$ cat config.mk
export PLATFORM = sky130hd
export DESIGN_NAME = one_shot_timer_table
export DESIGN_NICKNAME = d
export VERILOG_FILES = /design/src/design/ostt_pkg.sv /design/src/design/ostt_store.sv /design/src/design/ostt_alu.sv /design/src/design/ostt_ctrl.sv /design/src/design/one_shot_timer_table.sv
export SDC_FILE = /design/constraint.sdc
export NUM_CORES = 1
export LEC_CHECK = 0
export BUFFER_PORTS_ARGS = -buffer_cell sky130_fd_sc_hd__buf_2
export CORE_MARGIN = 2
export CORE_UTILIZATION = 45
export CTS_CLUSTER_SIZE = 10
export DETAILED_ROUTE_END_ITERATION = 16
export PLACE_DENSITY = 0.72
export SLEW_MARGIN = 20
export SYNTH_ARGS = -nofsm -noshare
export SYNTH_HDL_FRONTEND = slang
export SYNTH_SLANG_ARGS = --single-unit
$ cat constraint.sdc
create_clock -name clk -period 16.4 [get_ports clk]
set_clock_uncertainty 0.15 [all_clocks]
set_input_delay 3.28 -clock clk [delete_from_list [all_inputs] [get_ports clk]]
set_output_delay 3.28 -clock clk [all_outputs]
set_load 0.1 [all_outputs]
$ cat src/design/ostt_pkg.sv
package ostt_pkg;

  localparam int TIMER_SLOTS = 16;
  localparam int MAX_FIRED = 16;
  localparam int IDX_W = (TIMER_SLOTS > 1) ? $clog2(TIMER_SLOTS) : 1;
  localparam int CNT_W = $clog2(TIMER_SLOTS + 1);
  localparam int FIRED_W = $clog2(MAX_FIRED + 1);
  localparam int TIME_W = 32;
  localparam int DELAY_W = 24;
  localparam int ID_W = 16;

  typedef enum logic [1:0] {
    MODE_ADD    = 2'd0,
    MODE_DELETE = 2'd1,
    MODE_TICK   = 2'd2,
    MODE_CLEAR  = 2'd3
  } mode_t;

  typedef enum logic [2:0] {
    STAT_ADDED     = 3'd0,
    STAT_DELETED   = 3'd1,
    STAT_FIRED     = 3'd2,
    STAT_NO_EXPIRY = 3'd3,
    STAT_FULL      = 3'd4,
    STAT_NOT_FOUND = 3'd5,
    STAT_CLEARED   = 3'd6
  } status_t;

  typedef enum logic {
    CTRL_IDLE,
    CTRL_SCAN
  } ctrl_state_t;

  typedef struct packed {
    mode_t                mode;
    logic [DELAY_W-1:0]   delay;
    logic [ID_W-1:0]      timer_id;
  } in_item_t;

  typedef struct packed {
    status_t              status;
    logic [ID_W-1:0]      out_id;
    logic                 last;
  } out_item_t;

  typedef struct packed {
    logic [TIME_W-1:0]    deadline;
    logic [ID_W-1:0]      id;
  } entry_t;

  typedef struct packed {
    logic                 we;
    logic [IDX_W-1:0]     waddr;
    entry_t               wdata;
    logic [IDX_W-1:0]     raddr;
  } mem_req_t;

endpackage

$ cat src/design/ostt_store.sv
module ostt_store (
  input  logic              clk,
  input  ostt_pkg::mem_req_t req,
  output ostt_pkg::entry_t  rd_data
);

  ostt_pkg::entry_t mem [ostt_pkg::TIMER_SLOTS];
  ostt_pkg::entry_t rd_data_r;

  always_ff @(posedge clk) begin
    if (req.we) begin
      mem[req.waddr] <= req.wdata;
    end
    rd_data_r <= mem[req.raddr];
  end

  assign rd_data = rd_data_r;

endmodule

$ cat src/design/ostt_alu.sv
module ostt_alu (
  input  logic [ostt_pkg::TIME_W-1:0] a,
  input  logic [ostt_pkg::TIME_W-1:0] b,
  input  logic                        sub,
  output logic [ostt_pkg::TIME_W-1:0] sum
);

  assign sum = a + (sub ? ~b : b) + {{(ostt_pkg::TIME_W-1){1'b0}}, sub};

endmodule

$ cat src/design/ostt_ctrl.sv
module ostt_ctrl (
  input  logic                clk,
  input  logic                rst_n,
  input  logic                start,
  input  ostt_pkg::in_item_t  in_item,
  output logic                busy,
  output logic                res_v,
  output ostt_pkg::out_item_t res,
  output ostt_pkg::mem_req_t  mem_req,
  input  ostt_pkg::entry_t    rd_data
);

  ostt_pkg::ctrl_state_t state_r, state_nxt;
  logic [ostt_pkg::TIME_W-1:0]  now_r, now_nxt;
  logic [ostt_pkg::ID_W-1:0]    next_id_r, next_id_nxt;
  logic [ostt_pkg::CNT_W-1:0]   count_r, count_nxt;
  logic [ostt_pkg::CNT_W-1:0]   cur_r, cur_nxt;
  logic [ostt_pkg::CNT_W-1:0]   wr_r, wr_nxt;
  ostt_pkg::mode_t              op_r, op_nxt;
  logic [ostt_pkg::ID_W-1:0]    want_r, want_nxt;
  logic                         found_r, found_nxt;
  logic                         pend_v_r, pend_v_nxt;
  logic [ostt_pkg::ID_W-1:0]    pend_id_r, pend_id_nxt;
  logic [ostt_pkg::FIRED_W-1:0] fired_r, fired_nxt;

  logic [ostt_pkg::TIME_W-1:0] alu_a, alu_b, alu_sum;
  logic                        alu_sub;
  logic [ostt_pkg::CNT_W-1:0]  cur_inc;
  logic                        accept;

  ostt_alu u_alu (
    .a   (alu_a),
    .b   (alu_b),
    .sub (alu_sub),
    .sum (alu_sum)
  );

  assign busy    = (state_r != ostt_pkg::CTRL_IDLE);
  assign accept  = start && !busy;
  assign cur_inc = cur_r + 1'b1;

  always_ff @(posedge clk) begin
    if (!rst_n) begin
      state_r   <= ostt_pkg::CTRL_IDLE;
      now_r     <= '0;
      next_id_r <= '0;
      count_r   <= '0;
      pend_v_r  <= 1'b0;
    end else begin
      state_r   <= state_nxt;
      now_r     <= now_nxt;
      next_id_r <= next_id_nxt;
      count_r   <= count_nxt;
      pend_v_r  <= pend_v_nxt;
    end
  end

  always_ff @(posedge clk) begin
    cur_r     <= cur_nxt;
    wr_r      <= wr_nxt;
    op_r      <= op_nxt;
    want_r    <= want_nxt;
    found_r   <= found_nxt;
    pend_id_r <= pend_id_nxt;
    fired_r   <= fired_nxt;
  end

  always_comb begin
    state_nxt   = state_r;
    now_nxt     = now_r;
    next_id_nxt = next_id_r;
    count_nxt   = count_r;
    cur_nxt     = cur_r;
    wr_nxt      = wr_r;
    op_nxt      = op_r;
    want_nxt    = want_r;
    found_nxt   = found_r;
    pend_v_nxt  = pend_v_r;
    pend_id_nxt = pend_id_r;
    fired_nxt   = fired_r;

    alu_a   = now_r;
    alu_b   = {{(ostt_pkg::TIME_W-ostt_pkg::DELAY_W){1'b0}}, in_item.delay};
    alu_sub = 1'b0;

    res_v        = 1'b0;
    res.status   = ostt_pkg::STAT_ADDED;
    res.out_id   = '0;
    res.last     = 1'b1;

    mem_req.we          = 1'b0;
    mem_req.waddr       = wr_r[ostt_pkg::IDX_W-1:0];
    mem_req.wdata.deadline = rd_data.deadline;
    mem_req.wdata.id    = rd_data.id;
    mem_req.raddr       = '0;

    case (state_r)
      ostt_pkg::CTRL_IDLE: begin
        if (accept) begin
          case (in_item.mode)
            ostt_pkg::MODE_ADD: begin
              res_v = 1'b1;
              if (count_r == ostt_pkg::CNT_W'(ostt_pkg::TIMER_SLOTS)) begin
                res.status = ostt_pkg::STAT_FULL;
              end else begin
                mem_req.we             = 1'b1;
                mem_req.waddr          = count_r[ostt_pkg::IDX_W-1:0];
                mem_req.wdata.deadline = alu_sum;
                mem_req.wdata.id       = next_id_r;
                count_nxt              = count_r + 1'b1;
                res.out_id             = next_id_r;
                next_id_nxt            = next_id_r + 1'b1;
              end
            end
            ostt_pkg::MODE_CLEAR: begin
              res_v      = 1'b1;
              res.status = ostt_pkg::STAT_CLEARED;
              count_nxt  = '0;
            end
            default: begin
              if (in_item.mode == ostt_pkg::MODE_TICK) begin
                alu_b   = {{(ostt_pkg::TIME_W-1){1'b0}}, 1'b1};
                now_nxt = alu_sum;
              end
              state_nxt  = ostt_pkg::CTRL_SCAN;
              op_nxt     = in_item.mode;
              want_nxt   = in_item.timer_id;
              cur_nxt    = '0;
              wr_nxt     = '0;
              found_nxt  = 1'b0;
              pend_v_nxt = 1'b0;
              fired_nxt  = '0;
            end
          endcase
        end
      end
      ostt_pkg::CTRL_SCAN: begin
        alu_b   = rd_data.deadline;
        alu_sub = 1'b1;
        mem_req.raddr = cur_inc[ostt_pkg::IDX_W-1:0];
        if (cur_r < count_r) begin
          cur_nxt = cur_inc;
          if (op_r == ostt_pkg::MODE_TICK) begin
            if (!alu_sum[ostt_pkg::TIME_W-1] &&
                (fired_r < ostt_pkg::FIRED_W'(ostt_pkg::MAX_FIRED))) begin
              // The previous fired item is sent once a later one is known.
              if (pend_v_r) begin
                res_v      = 1'b1;
                res.status = ostt_pkg::STAT_FIRED;
                res.out_id = pend_id_r;
                res.last   = 1'b0;
              end
              pend_v_nxt  = 1'b1;
              pend_id_nxt = rd_data.id;
              fired_nxt   = fired_r + 1'b1;
            end else begin
              mem_req.we = 1'b1;
              wr_nxt     = wr_r + 1'b1;
            end
          end else begin
            if (!found_r && (rd_data.id == want_r)) begin
              found_nxt = 1'b1;
            end else begin
              mem_req.we = 1'b1;
              wr_nxt     = wr_r + 1'b1;
            end
          end
        end else begin
          count_nxt = wr_r;
          state_nxt = ostt_pkg::CTRL_IDLE;
          res_v     = 1'b1;
          if (op_r == ostt_pkg::MODE_TICK) begin
            if (pend_v_r) begin
              res.status = ostt_pkg::STAT_FIRED;
              res.out_id = pend_id_r;
            end else begin
              res.status = ostt_pkg::STAT_NO_EXPIRY;
            end
            pend_v_nxt = 1'b0;
          end else begin
            res.status = found_r ? ostt_pkg::STAT_DELETED : ostt_pkg::STAT_NOT_FOUND;
          end
        end
      end
      default: begin
        state_nxt = ostt_pkg::CTRL_IDLE;
      end
    endcase
  end

endmodule

$ cat src/design/one_shot_timer_table.sv
// Table of up to sixteen one-shot timers, kept in the order they were added.
// An input item is taken at a rising edge where start is high and busy is low.
// Its mode selects add, delete by id, tick or clear.
// Results leave one per cycle on out_item, marked by out_strobe for exactly one
// cycle; the receiver cannot hold them off, and the last result of each input
// item carries last high.
// Add, table full and clear give their single result in the cycle after the
// item is taken and leave busy low, so one such item can be taken every cycle.
// Delete and tick hold busy while a sequencer walks the entry memory one slot
// per cycle through a single read and write port, compacting the table as
// entries are removed; one 32-bit adder serves the deadline sum, the time
// increment and the expiry compare. Fired results appear during the walk, the
// final one in the cycle in which busy falls. Reset clears the time, the id
// counter and the entry count; the entry memory itself is not cleared, as
// entries beyond the count are never used.
module one_shot_timer_table (
  input  logic                clk,
  input  logic                rst_n,
  input  logic                start,
  output logic                busy,
  input  ostt_pkg::in_item_t  in_item,
  output logic                out_strobe,
  output ostt_pkg::out_item_t out_item
);

  logic                res_v;
  ostt_pkg::out_item_t res;
  ostt_pkg::mem_req_t  mem_req;
  ostt_pkg::entry_t    rd_data;
  logic                out_strobe_r;
  ostt_pkg::out_item_t out_item_r;

  ostt_ctrl u_ctrl (
    .clk     (clk),
    .rst_n   (rst_n),
    .start   (start),
    .in_item (in_item),
    .busy    (busy),
    .res_v   (res_v),
    .res     (res),
    .mem_req (mem_req),
    .rd_data (rd_data)
  );

  ostt_store u_store (
    .clk     (clk),
    .req     (mem_req),
    .rd_data (rd_data)
  );

  always_ff @(posedge clk) begin
    if (!rst_n) begin
      out_strobe_r <= 1'b0;
    end else begin
      out_strobe_r <= res_v;
    end
  end

  always_ff @(posedge clk) begin
    if (res_v) begin
      out_item_r <= res;
    end
  end

  assign out_strobe = out_strobe_r;
  assign out_item   = out_item_r;

endmodule

-- Word level (Yosys, flattened, before mapping)
Memories as Yosys holds them, arrays and structs flattened. A register that Yosys moved wholly into a read port is not among the register bits.
Index checks and enable logic that the tools add are counted.
- $add $sub $neg: 7
- order comparisons: 2
- eq/ne operators: 18
- multiplexer cells: 73
- bitwise operators: 4
- reductions and logical operators: 18
- operators with widths (cell ; number):
    53-bit two-way mux ; 3
    32-bit two-way mux ; 3
    5-bit two-way mux ; 13
    16-bit two-way mux ; 4
    32-bit case mux with 2 select lines ; 1
    19-bit two-way mux ; 3
    52-bit two-way mux ; 1
    5-bit case mux with 2 select lines ; 5
    20-bit two-way mux ; 2
    19-bit case mux with 2 select lines ; 1
    32-bit by 1-bit adder with 32-bit output ; 1
    32-bit adder ; 1
    32-bit inverter ; 1
    1-bit two-way mux ; 26
    24-bit two-way mux ; 1
    5-bit by 1-bit adder with 5-bit output (second input constant) ; 4
    4-bit AND reduction ; 5
    16-bit by 1-bit adder with 16-bit output (second input constant) ; 1
    16-bit equality test ; 1
    3-bit != test (second input constant) ; 5
    5-bit AND reduction ; 3
    2-bit != test (second input constant) ; 7
    1-bit case mux with 2 select lines ; 5
    3-bit two-way mux ; 3
    other kinds (13) ; 22
- register bits: 126
- memory bits (writable): 768
- bits of input ports: 45
- output and inout port bits: 22
- word-level logic and storage cells: 139
- memories: 1
- memories (name ; depth ; bits a word ; rd ports ; clocked after memory_dff ; wr ports ; RTL line ; RTL):
    u_store.mem ; 16 ; 48 ; 1 ; 1 ; 1 ; ostt_store.sv:7 ; ostt_pkg::entry_t mem [ostt_pkg::TIMER_SLOTS];

-- Logic depth before layout (Yosys ltp)
Gate-level depths: netlist of the first run.
- word-level depth: 17
- depth in mapped cells: 18
- gate-level depth less buffers: 15

-- Modules after synthesis
Synthesis of the first run repeated with hierarchy kept, for this count alone.
- cell total of the unflattened synthesis: 2253
- area total of the unflattened synthesis: 38241.7 um2
- by module, submodules not included (module ; instances ; cells an instance ; area an instance (um2) ; seq. area each (um2)):
    ostt_store ; 1 ; 1242 ; 29694.7 ; 24023.0
    ostt_ctrl ; 1 ; 697 ; 5774.3 ; 2602.5
    ostt_alu ; 1 ; 292 ; 2145.8 ; 0.0
    one_shot_timer_table ; 1 ; 22 ; 626.9 ; 620.6

-- Worst setup path after synthesis of the first run
No wires, ideal clock.
- kind: input port to flip-flop
- from: input port in_item[40] in the netlist's numbering
- to: memory u_store.mem[10][0] in the netlist's numbering, enable pin
- library setup time: 470 ps
- arrival time: 8834 ps
- path slack: 6947 ps
- cell stages on the path: 16
- path buffers: 2
- path through: inv_1 -> ha_1 -> a31oi_1 -> clkbuf_1 -> nand2_1 -> o21ai_0 -> ha_1 -> buf_2 -> a21oi_2 -> o21ai_1 -> or4_1 -> o22a_1 -> a31o_4 -> xnor2_4 -> o2111ai_2 -> a21oi_1
- cells in the longest elaborated chain, start to end: 17
- elaborated cells on any way between the ends: 23
- classes of those cells: 2 x add/sub; 2 x eq/ne; 14 x mux; 1 x bitwise; 4 x reduce/logical
- RTL lines (item ; RTL line ; RTL):
    start: declaration ; one_shot_timer_table.sv:21 ; input ostt_pkg::in_item_t in_item,
    2-bit equality test, or another cell as far along ; ostt_ctrl.sv:121 ; if (in_item.mode == ostt_pkg::MODE_TICK) begin
    24-bit two-way mux / 2-bit OR reduction (equally long branches) ; - ;
    32-bit two-way mux ; ostt_ctrl.sv:100 ; case (in_item.mode)
    32-bit two-way mux ; ostt_ctrl.sv:99 ; if (accept) begin
    32-bit case mux with 2 select lines ; ostt_ctrl.sv:97 ; case (state_r)
    32-bit inverter ; ostt_alu.sv:8 ; assign sum = a + (sub ? ~b : b) + {{(ostt_pkg::TIME_W-1){1'b0}}, sub};
    32-bit two-way mux ; ostt_alu.sv:8 ;
    32-bit adder ; ostt_alu.sv:8 ;
    32-bit by 1-bit adder with 32-bit output ; ostt_alu.sv:8 ;
    1-bit logical NOT ; ostt_ctrl.sv:144 ; if (!alu_sum[ostt_pkg::TIME_W-1] &&
    1-bit logical AND ; ostt_ctrl.sv:144 ;
    1-bit two-way mux ; ostt_ctrl.sv:144 ;
    1-bit two-way mux ; ostt_ctrl.sv:143 ; if (op_r == ostt_pkg::MODE_TICK) begin
    1-bit two-way mux ; ostt_ctrl.sv:141 ; if (cur_r < count_r) begin
    1-bit case mux with 2 select lines ; ostt_ctrl.sv:97 ;
    1-bit two-way mux ; ostt_store.sv:11 ; if (req.we) begin
    1-bit two-way mux (implied by the code) ; ostt_store.sv:12 ; mem[req.waddr] <= req.wdata;
    end: declaration ; ostt_store.sv:7 ;
Several ways; a longest one is shown, not always the timed one.

-- Worst setup path after layout of the first run
- from: input port in_item[40] in the netlist's numbering
- to: memory u_store.mem[6][20] in the netlist's numbering, enable pin
The elaborated chain is that of the path after synthesis.

==> summary.md, run 1 <==
| Metric | Value |
|---|---|
| Fillers | `6947` |
| Worst Path Required | `16520 ps` |
| Register area | `0.0272 mm^2` |
| Vias in the first global route | `23.0k` |
| Type of the worst setup path | `input pin to register` |
| Setup TNS | `0 ps` |
| NetSw | `1.30 mW` |
| Switching share of power | `23.8%` |
| Area grow syn2layout | `12.5%` |
| Syn avg cell area | `14.5 um^2` |
| Fin Hold WS | `312 ps` |
| Synthesized area | `0.0387 mm^2` |
| First-pass DRT Iterations | `5` |
| Clock tree root buffer cell | `clkbuf_16` |
| 1st-iter DRT viols | `2444` |
| Setup violators final | `0` |
| Die Ht | `297 um` |
| Worst skew pair latency | `650 ps` |
| F_max | `0.114 GHz` |
| YS warnings | `0` |
| WL final | `92200 um` |
| # IOs | `67` |
| Commonest non-fill, non-tap cell in the layout | `edfxtp_1` |
| Pins Over Slew Limit | `0` |
| Post-route cell area | `0.0435 mm^2` |
| Share of power burned in registers | `51.8%` |
| CP arrival | `8890 ps` |
| Period minus WS final | `8760 ps` |
| HPWL Detailed | `52600 um` |
| FP Rows | `107` |
| Num CTS Buffers | `105` |
| Placed inst area | `0.0404 mm^2` |
| Fin util | `51.1%` |
| Worst setup EP type | `register` |
| Post-synth ARST share | `0%` |
| Gr ovfl total | `0` |
| Synthesis-stage register bit count | `942` |
| H-tree depth | `3` |
| Multi-input logic area | `0.0110 mm^2` |
| Clock power frac | `38.4%` |
| Min-delay worst type | `register to register` |
| Slew @ Worst Pin | `1130 ps` |
| # DRC | `0` |
| Top FF cell, synth | `edfxtp_1` |
| Antenna-violating nets left | `0` |
| Port Buffers | `66` |
| GR Util All Layers | `20.4%` |
| Synthesized Nets | `2754` |
| CTS tree | `built` |
| ANT cells | `0` |
| Initial cell density of the core | `45.4%` |
| Internal power | `4.15 mW` |
| Via/cell ratio | `5.86` |
| Clk sinks | `942` |
| Post-CTS setup buffer count | `0` |
| Via count | `23.1k` |
| Setup repair after global routing missed its margin | `no` |
| Period Utilization, post-route | `53.4%` |
| Post-CTS sizing | `0` |
| Largest net degree at the start of global routing | `122` |
| Wire length per cell | `23.4 um` |
| CTS Hold Bufs | `0` |
| Initial antenna violation count | `2` |
| Commonest cells after routing, fill and taps aside | `edfxtp_1 (838), nand2_1 (409), mux2i_1 (188)` |
| Leak | `15.1 nW` |
| Worst VDD drop | `0.0803 mV` |
| Layout cells sized above 1 | `11.9%` |
| Synth cell types | `70` |
| Post-synth EDFFs | `838` |
| Gpl congestion | `0.894` |
| Max clock buf depth | `3` |
| Die X | `297 um` |
| Crit-path max FO | `29` |
| Max-cap violations | `0` |
| Die area | `0.0883 mm^2` |
| Register area share after synthesis | `70.5%` |
| Startpoint types | `input pin` |
| Clk pin slew, worst setup/hold paths | `60 ps` |
| PwrDens | `125 mW/mm^2` |
| Power share of the combinational group | `9.8%` |
| Final net count | `2821` |
| Fin. Hold Viols | `0` |
| Global-route wire length before repair | `138000 um` |
| Core Box Area | `0.0851 mm^2` |
| Max transition margin | `24.5%` |
| Outcome | `complete, no violations` |
| Cell count after synthesis | `2664` |
Yosys cell counts (16+ instances only):
master / instances / share of area [%]
nand3_1: 31 / 0.40
nor3_1: 56 / 0.72
xor2_1: 37 / 0.84
edfxtp_1: 838 / 65
mux4_2: 50 / 2.9
nor2b_1: 98 / 1.6
a22o_1: 16 / 0.36
a211oi_1: 103 / 2.0
clkbuf_1: 128 / 1.2
a21oi_1: 121 / 1.6
inv_1: 26 / 0.25
dfxtp_1: 104 / 5.4
a311oi_1: 94 / 2.1
ha_1: 44 / 1.4
nand2_1: 411 / 4.0
o21ai_0: 59 / 0.76
nor2_1: 77 / 0.75
mux2i_1: 188 / 4.9
xnor2_1: 33 / 0.75
per-layer routing:
layer | GRT usage, % | part of all wire [%]
met1 | 27.4 | 41
met3 | 4.54 | 8.3
met5 | 0 | 0
met2 | 32.5 | 47
met4 | 8.02 | 3.7
logic make-up (layout without fill, tap and decap cells):
kind of cell	after synthesis	after routing	share of synthesized area, %
buffers and inverters	183	319	1.86
AO/OA/AOI/OAI	460	460	8.37
multiplexers	238	238	7.78
flip-flops	942	942	70.5
XOR/XNOR	72	72	1.73
AND/OR/NAND/NOR	724	724	8.32
adder cells (fa/ha/maj)	45	45	1.48
worst max-delay path: stages:
cell	delay [ps]
buf_2	120
inv_1	60
ha_1	380
a31oi_4	690
nand2_1	110
o21ai_0	120
ha_1	330
a21oi_1	210
o21ai_0	160
or4_1	520
o22a_1	270
a31o_4	340
xnor2_4	330
o2111ai_2	360
a21oi_4	900
buf_4	600
flip-flops by register name, summed over array words and instances (netlist names), 2 cells and up:
register / count
out_item: 20
u_store.mem: 768
u_ctrl.wr_r: 5
u_ctrl.want_r: 16
u_ctrl.pend_id_r: 16
u_ctrl.count_r: 5
u_ctrl.op_r: 2
u_store.rd_data: 48
u_ctrl.cur_r: 5
u_ctrl.fired_r: 5
u_ctrl.next_id_r: 16
u_ctrl.alu_a: 32
worst paths after layout:
check	slack, ps	to	cells after the start	startpoint
setup / recovery	7640	u_store.mem[6][20]$_DFFE_PP_	16	in_item[40]
hold / removal	310	u_ctrl.alu_a[4]$_SDFFE_PN0P_	2	u_ctrl.alu_a[4]$_SDFFE_PN0P_
setup reg to reg	10240	u_store.mem[6][20]$_DFFE_PP_	14	u_ctrl.busy$_SDFF_PN0_
hold reg to reg	310	u_ctrl.alu_a[4]$_SDFFE_PN0P_	2	u_ctrl.alu_a[4]$_SDFFE_PN0P_
power groups by stage:
| stage | clock [mW] | combinational [mW] | sequential, mW |
|---|---|---|---|
| floorplan | 0 | 0.326 | 2.88 |
| global placement | 0 | 0.507 | 2.87 |
| detailed placement | 0 | 0.531 | 2.87 |
| CTS | 2.12 | 0.533 | 2.82 |
| global route | 2.22 | 0.583 | 2.82 |
| finish | 2.09 | 0.537 | 2.82 |
stage by stage:
step	total power [mW]	setup slack (ps)	instances
detailed placement	3.40	7060	3766
global placement	3.37	7100	3765
floorplan	3.21	6950	2664
CTS	5.47	7740	3942
finish	5.45	7640	3944
global route	5.62	7390	3944
final cells by class:
type	count	share of cell area, %
sequential	942	62.6
multi-input combinational	1539	25.2
clock buffer	172	6.79
tap	1144	3.29
timing repair buffer	116	1.74
inverter	27	0.244
clock inverter	4	0.144
Power figures use the tool's default switching activity.
==> inputs of run 2 (changes only) <==
Settings changed: PLACE_DENSITY 0.72 to 0.75.
Clock period 16.4 ns to 7.9 ns, I/O delays scaled along.
==> summary.md, run 2 (synthesis results as in run 1) <==
| Metric | Value |
|---|---|
| Num CTS Buffers | `105 (unchanged)` |
| Setup repair after global routing missed its margin | `no` |
| Via/cell ratio | `5.78 (-1.3%)` |
| Max FFs per register | `768 (unchanged)` |
| Die X | `297 um (unchanged)` |
| HPWL Detailed | `52300 um (-0.64%)` |
| Worst setup EP type | `register` |
| Commonest non-fill, non-tap cell in the layout | `edfxtp_1` |
| Fin. Hold Viols | `0 (unchanged)` |
| Initial antenna violation count | `3 (+1)` |
| First-pass DRT Iterations | `6 (+1)` |
| GR Util All Layers | `20.4% (about the same)` |
| CP peak stage delay | `750 ps (-150 ps)` |
| Die Ht | `297 um (unchanged)` |
| Layout cells sized above 1 | `12.2% (+0.31 points)` |
| Vias in the first global route | `22.4k (-2.9%)` |
| # IOs | `67 (unchanged)` |
| Final net count | `2831 (+0.35%)` |
| Crit path cell chain | `buf_2, inv_1, ha_1, a31oi_4, nand2_1, o21ai_0, ha_1, a21oi_1, o21ai_0, or4_1, o22a_1, a31o_4, xnor2_4, o2111ai_2, a21oi_4, buf_4` |
| Post-CTS setup buffer count | `0 (unchanged)` |
| Post-CTS sizing | `0 (unchanged)` |
| Final Power | `11.4 mW (+110%)` |
| Period minus WS final | `6510 ps` |
| CP bufs+invs | `3 (unchanged)` |
| Max transition margin | `18.4% (-6.0 points)` |
| # DRC | `0 (unchanged)` |
| CTS Hold Bufs | `0 (unchanged)` |
| Clk pin slew, worst setup/hold paths | `60 ps (about the same)` |
| Setup violators final | `0 (unchanged)` |
| Largest reg by FF count | `u_store.mem` |
| Area grow syn2layout | `13.1%` |
| Pins Over Slew Limit | `0 (unchanged)` |
| Via count | `23.0k (-0.61%)` |
| ANT cells | `0 (unchanged)` |
| Max-cap violations | `0 (unchanged)` |
| Setup TNS | `0 ps (unchanged)` |
| Antenna-violating nets left | `0 (unchanged)` |
| Type of the worst setup path | `input pin to register` |
| H-tree depth | `3 (unchanged)` |
| Initial cell density of the core | `45.4% (unchanged)` |
| Global-route wire length before repair | `138000 um (-0.46%)` |
| Commonest cells after routing, fill and taps aside | `edfxtp_1 (838), nand2_1 (409), mux2i_1 (188)` |
| WL final | `91800 um (-0.45%)` |
| Worst VDD drop | `0.194 mV (+140%)` |
| Min-delay worst type | `register to register` |
| CTS tree | `built` |
| Worst Path Required | `8020 ps (-8500 ps)` |
| Core Box Area | `0.0851 mm^2 (unchanged)` |
| Period Utilization, post-route | `82.4%` |
| FP Rows | `107 (unchanged)` |
| Largest net degree at the start of global routing | `151 (+24%)` |
| Crit-path max FO | `35 (+21%)` |
| F_max | `0.154 GHz` |
| Clk sinks | `942 (unchanged)` |
| Die area | `0.0883 mm^2 (unchanged)` |
| Startpoint types | `input pin` |
| Worst skew pair latency | `670 ps (+20 ps)` |
| Gr ovfl total | `0 (unchanged)` |
| Clock tree root buffer cell | `clkbuf_16` |
| PwrDens | `260 mW/mm^2 (+110%)` |
| Slew @ Worst Pin | `1220 ps (+90.3 ps)` |
| CP max stage cell | `a31oi_4` |
| Outcome | `complete, no violations` |
| Gpl congestion | `0.825 (-7.8%)` |
| Port Buffers | `66 (unchanged)` |
| Top delay family on crit path | `compound AO/OA/AOI/OAI gates` |
| Max clock buf depth | `3 (unchanged)` |
| CP arrival | `6630 ps (-2260 ps)` |
| Wire length per cell | `23.1 um (-1.2%)` |
| 1st-iter DRT viols | `2589 (+5.9%)` |
| Leak | `15.2 nW (+0.57%)` |
==> run 2: final timing paths <==
kind	start	end	slack (ps)	depth (start not counted)
max	in_item[40]	u_store.mem[11][5]$_DFFE_PP_	1390	16
min	u_ctrl.alu_a[16]$_SDFFE_PN0P_	u_ctrl.alu_a[16]$_SDFFE_PN0P_	310	2
max reg2reg	u_ctrl.busy$_SDFF_PN0_	u_store.mem[11][5]$_DFFE_PP_	2450	14
min reg2reg	u_ctrl.alu_a[16]$_SDFFE_PN0P_	u_ctrl.alu_a[16]$_SDFFE_PN0P_	310	2
==> run 2: final cells by class <==
cell class | instances | area, um^2
fill | 6875 | 41400
sequential | 942 | 27200
multi-input combinational | 1539 | 10900
clock buffer | 184 | 2940
tap | 1144 | 1430
timing repair buffer | 126 | 893
clock inverter | 10 | 145
inverter | 27 | 105
==> run 2: per-stage QoR <==
stage                     utilization (%)  hold slack [ps]  instance area [um^2]  setup slack (ps)  instances
after floorplan                         -              291                 38700               147       2664
after detailed placement             47.7              301                 40600               812       3778
after CTS                            51.3              311                 43700              1500       3972
after global routing                 51.3              338                 43700              1140       3972
after global placement               47.7              299                 40600               903       3778
final                                51.3              312                 43700              1390       3972
==> run 2: layer usage <==
layer | vias to the layer above | share of wire [%] | GRT usage, %
met5 | - | 0 | 0
met4 | 0 | 2.7 | 6.23
met3 | 169 | 8.7 | 3.37
li1 | 10300 | - | -
met2 | 1064 | 48 | 33.2
met1 | 11400 | 41 | 28.2
==> run 2: report_power, final <==
group / switching [mW] / internal (mW)
clock network: 1.86 / 2.52
logic: 0.827 / 0.306
registers: 0.0964 / 5.77
==> run 2: worst register-to-register path, cell delays in order, from the launching register on <==
cell	delay (ps)
dfxtp_1	390
buf_4	400
inv_1	120
buf_4	280
o21ai_0	240
ha_1	330
a21oi_1	220
o21ai_0	160
or4_1	520
o22a_1	270
a31o_4	340
xnor2_4	370
o2111ai_2	360
a21oi_4	260
buf_4	610
